===== config.mk =====
export PLATFORM = sky130hd
export DESIGN_NAME = fdmd_front
export DESIGN_NICKNAME = d
export VERILOG_FILES = /design/src/rtl/fdmd_pkg.sv /design/src/rtl/fdmd_front.sv
export SDC_FILE = /design/constraint.sdc
export NUM_CORES = 1
export LEC_CHECK = 0
export BUFFER_PORTS_ARGS = -buffer_cell sky130_fd_sc_hd__clkbuf_2
export CAP_MARGIN = 20
export CORE_ASPECT_RATIO = 0.9
export CORE_UTILIZATION = 53
export CTS_BUF_LIST = sky130_fd_sc_hd__clkbuf_8
export DETAILED_ROUTE_END_ITERATION = 16
export HOLD_SLACK_MARGIN = 0.03
export PLACE_DENSITY_LB_ADDON = 0.1
export SYNTH_ARGS = -nofsm -noshare
export SYNTH_HDL_FRONTEND = slang
export SYNTH_SLANG_ARGS = --single-unit
export TNS_END_PERCENT = 30

===== constraint.sdc =====
create_clock -name i_clk -period 8.8 [get_ports i_clk]
set_input_delay 1.76 -clock i_clk [delete_from_list [all_inputs] [get_ports i_clk]]
set_output_delay 1.76 -clock i_clk [all_outputs]
set_load 0.02 [all_outputs]

===== src/rtl/fdmd_pkg.sv =====
// package for the frame difference motion detector
// types, sizes and register indexes shared by every rtl file; depends on nothing
package fdmd_pkg;

    localparam int MAX_WIDTH   = 512;
    localparam int MAX_HEIGHT  = 512;
    localparam int STORE_DEPTH = MAX_WIDTH * MAX_HEIGHT;
    localparam int ADDR_W      = $clog2(STORE_DEPTH);
    localparam int TOTAL_W     = $clog2(STORE_DEPTH + 1);
    localparam int COUNT_W     = 19;
    localparam int DIM_W       = 10;
    localparam int TOL_W       = 8;
    localparam int SENS_W      = 12;
    localparam int CHAN_W      = 8;
    localparam int CFG_DATA_W  = 12;
    localparam int PROD_W      = COUNT_W + SENS_W;
    localparam logic [COUNT_W-1:0] COUNT_MAX = {COUNT_W{1'b1}};

    // queue depth, a power of two
    localparam int Q_DEPTH = 2;
    localparam int Q_PTR_W = $clog2(Q_DEPTH);
    localparam int Q_CNT_W = $clog2(Q_DEPTH + 1);

    typedef enum logic [1:0] {
        CFG_TOLERANCE    = 2'd0,
        CFG_SENSITIVITY  = 2'd1,
        CFG_FRAME_WIDTH  = 2'd2,
        CFG_FRAME_HEIGHT = 2'd3
    } t_cfg_idx;

    typedef struct packed {
        logic [CHAN_W-1:0] red;
        logic [CHAN_W-1:0] green;
        logic [CHAN_W-1:0] blue;
    } t_pixel;

    typedef struct packed {
        logic               changed;
        logic               frame_end;
        logic               motion;
        logic [COUNT_W-1:0] changed_total;
    } t_result;

    typedef struct packed {
        t_pixel             pixel;
        logic [ADDR_W-1:0]  addr;
        logic [TOTAL_W-1:0] total;
        logic               last;
        logic               primed;
    } t_job;

    typedef struct packed {
        logic [TOL_W-1:0]  tolerance;
        logic [SENS_W-1:0] sensitivity;
    } t_cfg_ctl;

    function automatic logic [DIM_W-1:0] clamp_dim(input logic [DIM_W-1:0] v,
                                                   input logic [DIM_W-1:0] maxv);
        logic [DIM_W-1:0] res;
        if (v == '0) begin
            res = DIM_W'(1);
        end else if (v > maxv) begin
            res = maxv;
        end else begin
            res = v;
        end
        return res;
    endfunction

    function automatic logic near(input logic [CHAN_W-1:0] a,
                                  input logic [CHAN_W-1:0] b,
                                  input logic [TOL_W-1:0] tol);
        logic [CHAN_W-1:0] d;
        d = (a > b) ? (a - b) : (b - a);
        return d <= tol;
    endfunction

endpackage


===== src/rtl/fdmd_front.sv =====
// front part: configuration registers, pixel position and frame-end marking
// depends on fdmd_pkg
module fdmd_front (
    input  logic                           i_clk,
    input  logic                           i_rst_n,
    input  logic                           i_valid,
    input  fdmd_pkg::t_pixel               i_pixel,
    input  logic                           i_q_full,
    input  logic                           i_cfg_valid,
    input  logic [1:0]                     i_cfg_index,
    input  logic [fdmd_pkg::CFG_DATA_W-1:0] i_cfg_data,
    output logic                           o_push,
    output fdmd_pkg::t_job                 o_job,
    output fdmd_pkg::t_cfg_ctl             o_cfg_ctl
);

    logic [fdmd_pkg::TOL_W-1:0]   r_tolerance;
    logic [fdmd_pkg::SENS_W-1:0]  r_sensitivity;
    logic [fdmd_pkg::DIM_W-1:0]   r_frame_width;
    logic [fdmd_pkg::DIM_W-1:0]   r_frame_height;
    logic [fdmd_pkg::ADDR_W-1:0]  r_pos;
    logic [fdmd_pkg::ADDR_W-1:0]  n_pos;
    logic                         r_primed;
    logic                         n_primed;

    logic [fdmd_pkg::DIM_W-1:0]   w_eff;
    logic [fdmd_pkg::DIM_W-1:0]   h_eff;
    logic [fdmd_pkg::TOTAL_W-1:0] total;
    logic [fdmd_pkg::TOTAL_W-1:0] pos_next;
    logic                         last;
    logic                         accept;

    always_ff @(posedge i_clk) begin
        if (!i_rst_n) begin
            r_tolerance    <= fdmd_pkg::TOL_W'(70);
            r_sensitivity  <= fdmd_pkg::SENS_W'(100);
            r_frame_width  <= fdmd_pkg::DIM_W'(320);
            r_frame_height <= fdmd_pkg::DIM_W'(240);
        end else if (i_cfg_valid) begin
            case (fdmd_pkg::t_cfg_idx'(i_cfg_index))
                fdmd_pkg::CFG_TOLERANCE:    r_tolerance    <= i_cfg_data[fdmd_pkg::TOL_W-1:0];
                fdmd_pkg::CFG_SENSITIVITY:  r_sensitivity  <= i_cfg_data[fdmd_pkg::SENS_W-1:0];
                fdmd_pkg::CFG_FRAME_WIDTH:  r_frame_width  <= i_cfg_data[fdmd_pkg::DIM_W-1:0];
                fdmd_pkg::CFG_FRAME_HEIGHT: r_frame_height <= i_cfg_data[fdmd_pkg::DIM_W-1:0];
                default: ;
            endcase
        end
    end

    always_comb begin
        w_eff    = fdmd_pkg::clamp_dim(r_frame_width, fdmd_pkg::DIM_W'(fdmd_pkg::MAX_WIDTH));
        h_eff    = fdmd_pkg::clamp_dim(r_frame_height, fdmd_pkg::DIM_W'(fdmd_pkg::MAX_HEIGHT));
        total    = fdmd_pkg::TOTAL_W'(w_eff) * fdmd_pkg::TOTAL_W'(h_eff);
        pos_next = fdmd_pkg::TOTAL_W'(r_pos) + fdmd_pkg::TOTAL_W'(1);
        // a shrink mid-frame ends the frame at once
        last     = pos_next >= total;
        accept   = i_valid && !i_q_full;

        n_pos    = r_pos;
        n_primed = r_primed;
        if (accept) begin
            if (last) begin
                n_pos    = '0;
                n_primed = 1'b1;
            end else begin
                n_pos = pos_next[fdmd_pkg::ADDR_W-1:0];
            end
        end
    end

    always_ff @(posedge i_clk) begin
        if (!i_rst_n) begin
            r_pos    <= '0;
            r_primed <= 1'b0;
        end else begin
            r_pos    <= n_pos;
            r_primed <= n_primed;
        end
    end

    assign o_push       = accept;
    assign o_job.pixel  = i_pixel;
    assign o_job.addr   = r_pos;
    assign o_job.total  = total;
    assign o_job.last   = last;
    assign o_job.primed = r_primed;

    assign o_cfg_ctl.tolerance   = r_tolerance;
    assign o_cfg_ctl.sensitivity = r_sensitivity;

endmodule


==> metrics <==
outcome finished clean; Area contributors post-synth fa_1, dfxtp_1, ha_1, nand2_1, inv_1; Worst Path Required between 7 and 8 ns; # DRC 0; CTS Hold Buffers Added 0; Yosys top cell area share a little under a fifth; final hold viol count 0; final instance area approximately 0.0075 mm^2; fin nets roughly 1,100; max-slew violations 0; Crit path top cell by count fa_1; Syn Nets around 1,000; Post-synth EDFFs 0; DRT antenna net count 0; fmax roughly 120 MHz; NetSw about 440 uW; endpoints failing setup 0; #FFs+latches synth 59; Placed Instances about 1,100; Async SR Flop Fraction 0%; TritonCTS buffer count 9; crit start category flop; P&R area growth vs syn 11.11%; clk slew on worst S/H paths ~0.07 ns; DPL Wire Length approximately 14,000 um; kind of critical path reg -> out; P per Cell Area 139.0 mW/mm^2; Reg power frac ~28%; CTS tree built; final routed wire length divided by cell count 15.79 um; Worst slew margin between 40 and 50%; slowest stage delay, CP approximately 0.57 ns; CP max-delay cell fa_1; Arr. time, crit path roughly 6.8 ns; die area between 0.01 and 0.015 mm^2; Clock Latency Late Sink 0.35 ns; area post-placement 0.007154 mm^2; Chip Width ~120 um; final cell utilization of the core 61.43%; clk buf depth 2; largest net degree at the start of global routing 42; Synth Instances ~860; Max-Cap Viols 0; initial detailed-routing violation count 328; fin crit period ~8.5 ns; CTS Root Cell clkbuf_8; Sw Share 41.61%; GRT Total Usage 27.05%; GP Congestion a little under 0.9; R2R Setup Slk between 1.5 and 2 ns; first-pass GRT wire length 28,030 um; WHS around 0.45 ns; combinational power share between 40% and 50%; peak supply drop approximately 0.12 mV; yosys warns 0; worst hold stages 2; H-tree depth 3; synthesized area around 0.0068 mm^2; core area around 0.012 mm^2; dpl ws ~0.065 ns; # rows 38; Hold Crit Class reg -> reg; FILL cells ~1,100; total length of routed wires 16,960 um; vias in the first global route slightly below 6,000; global route total overflow 0; vias post-DR roughly 5,900; dominant cell type by area after synthesis fa_1; I/O pin count 127; Die Span Y 109.3 um; initial antenna violation count 0; Initial Util 55.29%; Port Buffers between 70 and 80; Worst Reg-to-Reg Cells 29; crit path max fanout 6; share of cells above drive strength 1 between 10% and 20%; Clock power frac between 20 and 25%; average size of a mapped cell between 7 and 8 um^2; Slew @ Worst Pin about 0.81 ns; Post-synth top flop dfxtp_1; number of antenna diodes 0; Final Cycle Share slightly below 100%; # clock sinks 59; Fin Clk Skew 0.008909 ns; Int Power between 600 and 700 uW; Detailed Routing Iterations Pass 1 5; Layout Cells excl Fill about 1,100; Critical Path Sink Type output port; Tot Pwr between 1 and 1.5 mW; Setup WS post-layout between 0.2 and 0.3 ns; post-synth cell types 59; sequential area share after synthesis between 10% and 20%; setup_tns 0 ns; drt via density 5.532; leak pwr 3.674 nW
-- registers in the layout, summed over array words and instances (netlist names) --
signal / flops
r_tolerance: 8
r_primed: 1
r_pos: 18
r_frame_height: 10
r_sensitivity: 12
r_frame_width: 10
-- metal layers --
layer	share of wire [%]	track usage, %
met4	1.4	6.614
met3	5.5	4.201
met2	45	44.65
met5	0	0
met1	48	37.21
-- synthesized netlist by cell type (all sizes together) (9+ instances only) --
cell      n
a21oi    51
and2     14
and3      9
buf      34
clkbuf   28
dfxtp    59
fa       61
ha       72
inv      97
mux2i    10
nand2   158
nand2b   16
nand3    33
nor2     58
nor2b    19
o21ai    16
or4      10
xnor2    23
xor2      9
-- cell families after synthesis --
kind of cell,Yosys count,share of synthesized area [%]
fa+ha+maj,133,31.29
buf+inv,159,10.37
flops,59,17.41
simple gates,356,24.98
compound gates,111,10.18
mux,11,1.642
xor+xnor,32,4.132
-- power by group through the flow --
stage	Clock [mW]	Sequential, mW	Combinational (mW)
after CTS	0.260	0.288	0.482
after floorplan	0	0.297	0.360
after global placement	0	0.293	0.463
after detailed placement	0	0.294	0.475
after global routing	0.270	0.290	0.571
final	0.255	0.288	0.504
-- final cells by class --
class / instances / area (um^2) / area share, %
clock inverter: 6 / 66.31 / 0.8800
inverter: 97 / 364.1 / 4.831
timing repair buffer: 99 / 550.5 / 7.305
sequential: 59 / 1185 / 15.72
multi-input combinational: 643 / 5032 / 66.78
clock buffer: 10 / 137.6 / 1.826
tap: 160 / 200.2 / 2.656
-- cell usage in the layout, fill, tap and decap left out, types with 5 or more instances in the layout --
| master | instances |
|---|---|
| nand2_1 | 153 |
| inv_1 | 97 |
| clkbuf_2 | 77 |
| ha_1 | 68 |
| fa_1 | 61 |
| dfxtp_1 | 56 |
| nor2_1 | 55 |
| a21oi_1 | 47 |
| nand3_1 | 31 |
| xnor2_1 | 23 |
| buf_4 | 21 |
| nor2b_1 | 17 |
| nand2b_1 | 16 |
| o21ai_0 | 13 |
| and2_1 | 11 |
| mux2i_1 | 10 |
| or4_1 | 10 |
| clkbuf_8 | 10 |
| xor2_1 | 9 |
| or3_1 | 8 |
| a211oi_1 | 7 |
| and3_1 | 7 |
| nor3_1 | 5 |
| nand2_2 | 5 |
| or2_2 | 5 |
-- critical path, delay by kind of cell, from the launching register on --
| kind | cells | cell delay [ns] |
|---|---|---|
| adders and majority gates | 7 | 3.02 |
| and+or+nand+nor | 10 | 1.53 |
| AOI/OAI and AO/OA | 6 | 0.94 |
| buffers and inverters | 6 | 0.61 |
| DFF | 1 | 0.34 |
-- timing repair --
| item | in CTS | in global routing |
|---|---|---|
| setup buffers | 1 | 4 |
| gates resized for setup | 11 | 28 |
| endpoints found under the setup margin | 1 | 1 |
| pin swaps | 3 | 15 |
-- path summary, 6_finish.rpt --
kind,from,to
worst max-delay path,r_frame_width[0]$_SDFFE_PN0P_,o_job[1]
worst min-delay path,r_primed$_SDFFE_PN0P_,r_primed$_SDFFE_PN0P_
worst max register to register,r_frame_width[0]$_SDFFE_PN0P_,r_pos[8]$_SDFFE_PN0P_
worst min register to register,r_primed$_SDFFE_PN0P_,r_primed$_SDFFE_PN0P_
No activity file was read; power rests on OpenSTA's default activity.
