--- src/rtl/fdmd_pkg.sv ---
// package for the frame difference motion detector
// types, sizes and register indexes shared by every rtl file; depends on nothing
package fdmd_pkg;

    localparam int MAX_WIDTH   = 512;
    localparam int MAX_HEIGHT  = 512;
    localparam int STORE_DEPTH = MAX_WIDTH * MAX_HEIGHT;
    localparam int ADDR_W      = $clog2(STORE_DEPTH);
    localparam int TOTAL_W     = $clog2(STORE_DEPTH + 1);
    localparam int COUNT_W     = 19;
    localparam int DIM_W       = 10;
    localparam int TOL_W       = 8;
    localparam int SENS_W      = 12;
    localparam int CHAN_W      = 8;
    localparam int CFG_DATA_W  = 12;
    localparam int PROD_W      = COUNT_W + SENS_W;
    localparam logic [COUNT_W-1:0] COUNT_MAX = {COUNT_W{1'b1}};

    // queue depth, a power of two
    localparam int Q_DEPTH = 2;
    localparam int Q_PTR_W = $clog2(Q_DEPTH);
    localparam int Q_CNT_W = $clog2(Q_DEPTH + 1);

    typedef enum logic [1:0] {
        CFG_TOLERANCE    = 2'd0,
        CFG_SENSITIVITY  = 2'd1,
        CFG_FRAME_WIDTH  = 2'd2,
        CFG_FRAME_HEIGHT = 2'd3
    } t_cfg_idx;

    typedef struct packed {
        logic [CHAN_W-1:0] red;
        logic [CHAN_W-1:0] green;
        logic [CHAN_W-1:0] blue;
    } t_pixel;

    typedef struct packed {
        logic               changed;
        logic               frame_end;
        logic               motion;
        logic [COUNT_W-1:0] changed_total;
    } t_result;

    typedef struct packed {
        t_pixel             pixel;
        logic [ADDR_W-1:0]  addr;
        logic [TOTAL_W-1:0] total;
        logic               last;
        logic               primed;
    } t_job;

    typedef struct packed {
        logic [TOL_W-1:0]  tolerance;
        logic [SENS_W-1:0] sensitivity;
    } t_cfg_ctl;

    function automatic logic [DIM_W-1:0] clamp_dim(input logic [DIM_W-1:0] v,
                                                   input logic [DIM_W-1:0] maxv);
        logic [DIM_W-1:0] res;
        if (v == '0) begin
            res = DIM_W'(1);
        end else if (v > maxv) begin
            res = maxv;
        end else begin
            res = v;
        end
        return res;
    endfunction

    function automatic logic near(input logic [CHAN_W-1:0] a,
                                  input logic [CHAN_W-1:0] b,
                                  input logic [TOL_W-1:0] tol);
        logic [CHAN_W-1:0] d;
        d = (a > b) ? (a - b) : (b - a);
        return d <= tol;
    endfunction

endpackage

--- src/rtl/fdmd_queue.sv ---
// short job queue between the front and back parts
// depends on fdmd_pkg
module fdmd_queue (
    input  logic           i_clk,
    input  logic           i_rst_n,
    input  logic           i_push,
    input  fdmd_pkg::t_job i_job,
    input  logic           i_pop,
    output fdmd_pkg::t_job o_head,
    output logic           o_not_empty,
    output logic           o_full
);

    fdmd_pkg::t_job                r_slot [fdmd_pkg::Q_DEPTH];
    logic [fdmd_pkg::Q_PTR_W-1:0]  r_wr_ptr;
    logic [fdmd_pkg::Q_PTR_W-1:0]  r_rd_ptr;
    logic [fdmd_pkg::Q_CNT_W-1:0]  r_count;

    always_ff @(posedge i_clk) begin
        if (i_push) begin
            r_slot[r_wr_ptr] <= i_job;
        end
    end

    always_ff @(posedge i_clk) begin
        if (!i_rst_n) begin
            r_wr_ptr <= '0;
            r_rd_ptr <= '0;
            r_count  <= '0;
        end else begin
            if (i_push) begin
                r_wr_ptr <= r_wr_ptr + fdmd_pkg::Q_PTR_W'(1);
            end
            if (i_pop) begin
                r_rd_ptr <= r_rd_ptr + fdmd_pkg::Q_PTR_W'(1);
            end
            case ({i_push, i_pop})
                2'b10:   r_count <= r_count + fdmd_pkg::Q_CNT_W'(1);
                2'b01:   r_count <= r_count - fdmd_pkg::Q_CNT_W'(1);
                default: r_count <= r_count;
            endcase
        end
    end

    assign o_head      = r_slot[r_rd_ptr];
    assign o_not_empty = r_count != '0;
    assign o_full      = r_count == fdmd_pkg::Q_CNT_W'(fdmd_pkg::Q_DEPTH);

endmodule

--- config.mk ---
export PLATFORM = sky130hd
export DESIGN_NAME = fdmd_queue
export DESIGN_NICKNAME = d
export VERILOG_FILES = /design/src/rtl/fdmd_pkg.sv /design/src/rtl/fdmd_queue.sv
export SDC_FILE = /design/constraint.sdc
export NUM_CORES = 1
export LEC_CHECK = 0
export CAP_MARGIN = 20
export CELL_PAD_IN_SITES_DETAIL_PLACEMENT = 0
export CELL_PAD_IN_SITES_GLOBAL_PLACEMENT = 2
export CORE_UTILIZATION = 40
export DETAILED_ROUTE_END_ITERATION = 10
export DONT_BUFFER_PORTS = 1
export GPL_ROUTABILITY_DRIVEN = 1
export GPL_TIMING_DRIVEN = 0
export PLACE_DENSITY = 0.77
export SYNTH_ARGS = -nofsm -noshare
export SYNTH_HDL_FRONTEND = slang
export SYNTH_SLANG_ARGS = --single-unit
--- constraint.sdc ---
create_clock -name i_clk -period 5.3 [get_ports i_clk]
set_clock_uncertainty 0.1 [all_clocks]
set_input_delay 0.265 -clock i_clk [delete_from_list [all_inputs] [get_ports i_clk]]
set_output_delay 0.265 -clock i_clk [all_outputs]
set_load 0.005 [all_outputs]
==> results of run 1 <==
[Yosys cell counts]
master	instances
or2_2	1
o21ai_0	1
xor2_1	1
buf_2	7
ha_1	1
a21boi_1	1
and2b_2	1
nor2_1	1
or3_1	1
mux2_2	63
edfxtp_1	126
inv_1	1
dfxtp_1	5
xnor2_1	2
and2_1	4
nor2b_1	1
o21a_1	1
[state kept, by name, indices dropped and copies added, names as in the netlist, named ones only]
signal and cells:
r_slot 126, r_count 2, r_rd_ptr 1, r_wr_ptr 1
[stage by stage]
step                      instances  utilization (%)  area [um2]  power, W
after floorplan                 218                -        4750   0.00134
after global placement          361             42.8        4930   0.00138
after detailed placement        363             43.3        4980   0.00138
after CTS                       458             53.2        6120   0.00238
after global routing            458             53.2        6120   0.00244
final                           458             53.2        6120   0.00235
[cell families after synthesis]
| logic type | Yosys count |
|---|---|
| buffers and inverters | 8 |
| adders and majority gates | 1 |
| xor gates and xnor gates | 3 |
| AOI/OAI and AO/OA | 3 |
| DFF | 131 |
| muxes | 63 |
| and+or+nand+nor | 9 |
[routing by layer]
metal  share of wire (%)  routed length (um)
met1                  39                3150
met3                 8.8                 715
met2                  50                4100
met4                 2.4                 198
met5                   0                   0
[area by class of cell]
cell class / count / area, um2 / share of cell area, %
sequential: 131 / 3880 / 63.4
multi-input combinational: 79 / 835 / 13.6
tap: 143 / 179 / 2.92
buffer: 7 / 35.0 / 0.572
timing repair buffer: 68 / 708 / 11.6
clock inverter: 11 / 48.8 / 0.797
inverter: 1 / 3.75 / 0.0613
clock buffer: 18 / 429 / 7.01
[layout by cell type, fill, tap and decap left out, types with 2 or more instances in the layout]
cell type,netlist,routed
and2_1,4,3
edfxtp_1,126,126
mux2_2,63,63
clkbuf_16,0,17
clkinv_2,0,6
dlygate4sd3_1,0,66
dfxtp_1,5,5
xnor2_1,2,2
buf_2,7,7
clkinv_1,0,5
[power by group through the flow]
stage	clock (W)	combinational [W]	sequential, W
floorplan	0	0.000113	0.00123
global placement	0	0.000142	0.00123
detailed placement	0	0.000149	0.00123
CTS	0.000977	0.000197	0.00121
global route	0.00102	0.000209	0.00121
finish	0.000945	0.000193	0.00121
[timing repair]
item                       CTS  global route
hold endpoints to repair   131             0
hold buffers                66             0
setup endpoints to repair    0             0
[how the worst min path moves through the flow]
stage | slack, ps | endpoint | depth (start not counted) | start
2_1_floorplan | 260 | r_slot[0][0]$_DFFE_PP_ | 0 | i_job[0]
3_3_place_gp | 260 | r_slot[0][58]$_DFFE_PP_ | 0 | i_job[58]
3_5_place_dp | 260 | r_slot[1][22]$_DFFE_PP_ | 0 | i_job[22]
4_1_cts | 110 | r_count[1]$_SDFFE_PN0P_ | 3 | i_pop
5_1_grt | 150 | r_count[1]$_SDFFE_PN0P_ | 3 | i_pop
6_report | 130 | r_count[1]$_SDFFE_PN0P_ | 3 | i_pop
[worst min-delay path, cell delays in order]
cell and delay (ps):
ha_1 140, or3_1 120, a21boi_1 60
==> impl_metrics.env, run 1 <==
export IMPL_wl_per_cell_um=17.8
export IMPL_syn_to_final_growth_pct=29.0
export IMPL_grt_antenna_before_repair=0
export IMPL_r2r_end="r_wr_ptr$_SDFFE_PN0P_"
export IMPL_tns_ps=0
export IMPL_synth_simple_area_share_pct=1.19
export IMPL_p_comb_share_pct=8.2
export IMPL_critPathTopFamily="buffers and inverters"
export IMPL_ctsHtreeMaxLevel=4
export IMPL_firstDrtPassIters=7
export IMPL_p_leak_nw=2.09
export IMPL_grt_use_met1_pct=15.1
export IMPL_crit_top_cell="buf_2"
export IMPL_share_clk_of_total_power_pct=40.2
export IMPL_muxShareOfSynthArea_pct=14.9
export IMPL_die_w_um=111
export IMPL_use_met3_pct=6.78
export IMPL_min_path_type="primary input to flip-flop"
export IMPL_slowest_stage="mux2_2"
export IMPL_vias_per_cell=4.93
export IMPL_grt_pass1_wl_um=12900
export IMPL_cts_tree="built"
export IMPL_port_buffers=0
export IMPL_outcome="finished with violations"
export IMPL_die_y_um=111
export IMPL_worst_slack_ps=3310
export IMPL_endpoint_kind="output port"
export IMPL_crit_buf_inv=2
export IMPL_drv_slew=0
export IMPL_clockBufferDepth=2
export IMPL_pin_count=132
export IMPL_fin_crit_ps=1990
export IMPL_netSwitchingPower_w=0.000479
export IMPL_power_frac_seq_pct=51.5
export IMPL_r2r_start="r_wr_ptr$_SDFFE_PN0P_"
export IMPL_clock_sinks=131
export IMPL_worstPathRequired_ps=4930
export IMPL_cts_root_buf="clkbuf_16"
export IMPL_grt_max_degree=64
export IMPL_antenna_left=0
export IMPL_grt_overflow_total=0
export IMPL_max_vdd_ir_drop_uv=215
export IMPL_period_share_pct=37.6
export IMPL_maxCapViolCount=0
export IMPL_wl_um=8170
export IMPL_synth_compound_area_share_pct=0.422
export IMPL_power_density_nw_per_um2=384
export IMPL_dp_hpwl_um=4840
export IMPL_start_util_pct=41.2
export IMPL_fmax_mhz=502
export IMPL_syn_area_um2=4750
export IMPL_post_cts_resized=0
export IMPL_yosysUniqueCellTypes=17
export IMPL_rsz0062_at_grt="no"
export IMPL_critical_path_class="flip-flop to output port"
export IMPL_synthCells=218
export IMPL_grt_util_met2_pct=24.4
export IMPL_synth_top_family_by_area="multiplexers"
export IMPL_fin_nets=373
export IMPL_yosys_area_top_type_share_pct=79.7
export IMPL_path_max_fanout=10
export IMPL_path_clk_slew_ps=50
export IMPL_syn_nets=286
export IMPL_whs_ps=135
export IMPL_setup_violations=0
export IMPL_tightest_slew_ps=906
export IMPL_synth_fa_ha_area_share_pct=0.264
export IMPL_ys_seq_area_share_pct=81.8
export IMPL_synth_xor_area_share_pct=0.554
export IMPL_drc=25
export IMPL_dieArea_um2=12300
export IMPL_slowest_delay_ps=410
export IMPL_crit_path_end="o_head[5]"
export IMPL_pre_cts_slack_ps=3580
export IMPL_rows=39
export IMPL_postCtsSetupRepairBufs=0
export IMPL_gp_congestion=0.641
export IMPL_crit_cells=3
export IMPL_cp_start_kind="flip-flop"
export IMPL_grt_use_total_pct=14.6
export IMPL_coreArea_um2=11500
export IMPL_slew_limit_headroom_pct=39.6
export IMPL_syn_avg_cell_area_um2=21.8
export IMPL_insertion_delay_ps=410
export IMPL_drtIter0Drc=152
export IMPL_violations="design-rule violations"
export IMPL_swShare_pct=20.4
export IMPL_synth_seq_cells=131
export IMPL_vias=2256
export IMPL_yosysWarnings=0
export IMPL_grt_pass1_vias=2465
export IMPL_diodes=0
export IMPL_r2r_slack_ps=3580
export IMPL_crit_arrival_ps=1630
export IMPL_yosysTopAreaCell="edfxtp_1"
export IMPL_ys_top_cells_by_area="edfxtp_1, mux2_2, dfxtp_1, buf_2, and2_1"
export IMPL_cp_cell_sequence="buf_2 -> buf_2 -> mux2_2"
export IMPL_drive_gt1_share_pct=31.4
export IMPL_worstRegToRegCells=3
export IMPL_hold_viol=0
export IMPL_grt_busiest_layer="met2"
export IMPL_fillers=916
export IMPL_intPower_w=0.00187
export IMPL_numCtsBuffers=17
No activity file was read; power rests on OpenSTA's default activity.
==> run 2: changes to the inputs <==
==> constraint.sdc (replaced) <==
create_clock -name i_clk -period 1.87 [get_ports i_clk]
set_clock_uncertainty 0.1 [all_clocks]
set_input_delay 0.0935 -clock i_clk [delete_from_list [all_inputs] [get_ports i_clk]]
set_output_delay 0.0935 -clock i_clk [all_outputs]
set_load 0.005 [all_outputs]
==> run 2 against run 1 <==
Effect of this change: the flow still finishes with violations (design-rule violations); critical path depth unchanged; total power increased to 3.1 times the previous value; sequential share of layout area fell by 1.6 points; largest cell class unchanged; critical endpoint is now o_head[15]; combinational power increased to 2.9 times the previous value; hold slack got worse by 81 ps; critical path type unchanged; sequential power grew to 2.8 times the previous value; die area is the same.
==> impl_metrics.env, run 2 (synthesized netlist as in run 1, its figures left out) <==
export IMPL_firstDrtPassIters=7
export IMPL_ctsHtreeMaxLevel=4
export IMPL_fin_crit_ps=1770
export IMPL_cp_cell_sequence="buf_2 -> clkbuf_4 -> mux2_2"
export IMPL_reg_top3="r_slot: 126 flops, r_count: 2 flops"
export IMPL_antenna_left=0
export IMPL_path_max_fanout=10
export IMPL_tightest_slew_ps=892
export IMPL_wl_um=8130
export IMPL_drive_gt1_share_pct=33.3
export IMPL_largest_reg_flops=126
export IMPL_dieArea_um2=12300
export IMPL_whs_ps=53.6
export IMPL_ff_latch_area_um2=3880
export IMPL_die_y_um=111
export IMPL_hold_viol=0
export IMPL_slowest_stage="mux2_2"
export IMPL_stdcell_area_um2=6280
export IMPL_max_vdd_ir_drop_uv=638
export IMPL_power_density_nw_per_um2=1170
export IMPL_fin_nets=373
export IMPL_start_util_pct=41.2
export IMPL_violations="design-rule violations"
export IMPL_coreArea_um2=11500
export IMPL_final_cell_mix="edfxtp_1, dlygate4sd3_1, mux2_2"
export IMPL_maxCapViolCount=0
export IMPL_syn_to_final_growth_pct=32.4
export IMPL_rows=39
export IMPL_p_leak_nw=2.15
export IMPL_critical_path_class="flip-flop to output port"
export IMPL_pin_count=132
export IMPL_cp_start_kind="flip-flop"
export IMPL_drtIter0Drc=169
export IMPL_insertion_delay_ps=400
export IMPL_multiInputGateArea_um2=835
export IMPL_fmax_mhz=564
export IMPL_postCtsSetupRepairBufs=0
export IMPL_grt_antenna_before_repair=1
export IMPL_wl_per_cell_um=17.6
export IMPL_vias_per_cell=4.81
export IMPL_cts_tree="built"
export IMPL_cts_root_buf="clkbuf_16"
export IMPL_rsz0062_at_grt="no"
export IMPL_dp_hpwl_um=4790
export IMPL_grt_max_degree=64
export IMPL_top_register="r_slot"
export IMPL_die_w_um=111
export IMPL_outcome="finished with violations"
export IMPL_placed_area_um2=4990
export IMPL_gp_congestion=0.668
export IMPL_crit_arrival_ps=1580
export IMPL_slowest_delay_ps=380
export IMPL_clockBufferDepth=2
export IMPL_vias=2224
export IMPL_min_path_type="primary input to flip-flop"
export IMPL_worstPathRequired_ps=1680
export IMPL_endpoint_kind="output port"
export IMPL_slew_limit_headroom_pct=40.5
export IMPL_layout_commonest_cell="edfxtp_1"
export IMPL_clock_sinks=131
export IMPL_grt_pass1_vias=2392
export IMPL_fillers=902
export IMPL_numCtsBuffers=17
export IMPL_port_buffers=0
export IMPL_drc=22
export IMPL_drv_slew=0
export IMPL_tns_ps=0
export IMPL_period_share_pct=94.8
export IMPL_path_clk_slew_ps=50
export IMPL_setup_violations=0
export IMPL_grt_use_total_pct=14.2
export IMPL_grt_pass1_wl_um=12600
export IMPL_grt_overflow_total=0
-- run 2: cell types whose count changed in the layout (fill, tap and decap cells not counted), sizes merged --
| cell | previous run | this run |
|---|---|---|
| clkbuf | 18 | 24 |
| clkinvlp | 0 | 3 |
| clkinv | 11 | 3 |
| bufinv | 0 | 3 |
| diode | 0 | 1 |
| buf | 9 | 8 |
-- run 2: area by class of cell --
type	count	share of cell area, %
Multi-Input combinational cell	79	13.3
Sequential cell	131	61.8
Clock inverter	9	2.03
Tap cell	143	2.85
Timing Repair Buffer	68	11.4
Antenna cell	1	0.0398
Buffer	7	0.796
Inverter	1	0.0597
Clock buffer	23	7.76
-- run 2: worst paths after layout --
| path | from | end | slack, ps | depth (start not counted) |
|---|---|---|---|---|
| setup reg to reg | r_wr_ptr$_SDFFE_PN0P_ | r_slot[1][17]$_DFFE_PP_ | 200 | 1 |
| setup / recovery | flip-flop | o_head[15] | 100 | 3 |
| hold reg to reg | r_count[1]$_SDFFE_PN0P_ | r_count[1]$_SDFFE_PN0P_ | 460 | 2 |
| hold / removal | i_push | r_slot[0][56]$_DFFE_PP_ | 50 | 2 |
-- run 2: layer usage --
layer	GRT usage, %	part of all wire [%]	vias up
met2	23.0	50	89
met1	15.7	41	1086
met3	6.62	8.2	11
met4	7.12	1.2	0
met5	0	0	-
li1	-	-	1038
-- run 2: through the flow --
| step | util [%] | std cells | power, W | setup WS, ps |
|---|---|---|---|---|
| 3_3_place_gp | 42.9 | 361 | 0.00389 | -455 |
| 6_report | 54.6 | 462 | 0.00733 | 97.7 |
| 2_1_floorplan | - | 218 | 0.00380 | 75.1 |
| 4_1_cts | 54.5 | 461 | 0.00743 | 8.16 |
| 5_1_grt | 54.6 | 462 | 0.00759 | 7.37 |
| 3_5_place_dp | 43.3 | 363 | 0.00392 | 182 |
-- run 2: report_power, final --
group	total, W	leakage, nW	internal, W	switching (W)
clock network	0.00334	0.295	0.00223	0.00111
registers	0.00343	1.22	0.00339	0.0000368
logic	0.000559	0.628	0.000295	0.000264
total	0.00733	2.15	0.00592	0.00141
-- run 2: worst max-delay path: cells and delay by family, from the launching register on --
kind,cells,cell delay [ps]
buf+inv,2,500
mux,1,380
flops,1,300
-- run 2: repair_timing --
item,4_1_cts,5_1_grt
hold endpoints to repair,131,0
hold buffers,66,0
resized for setup,4,3
endpoints found under the setup margin,5,20
pin swaps,0,0
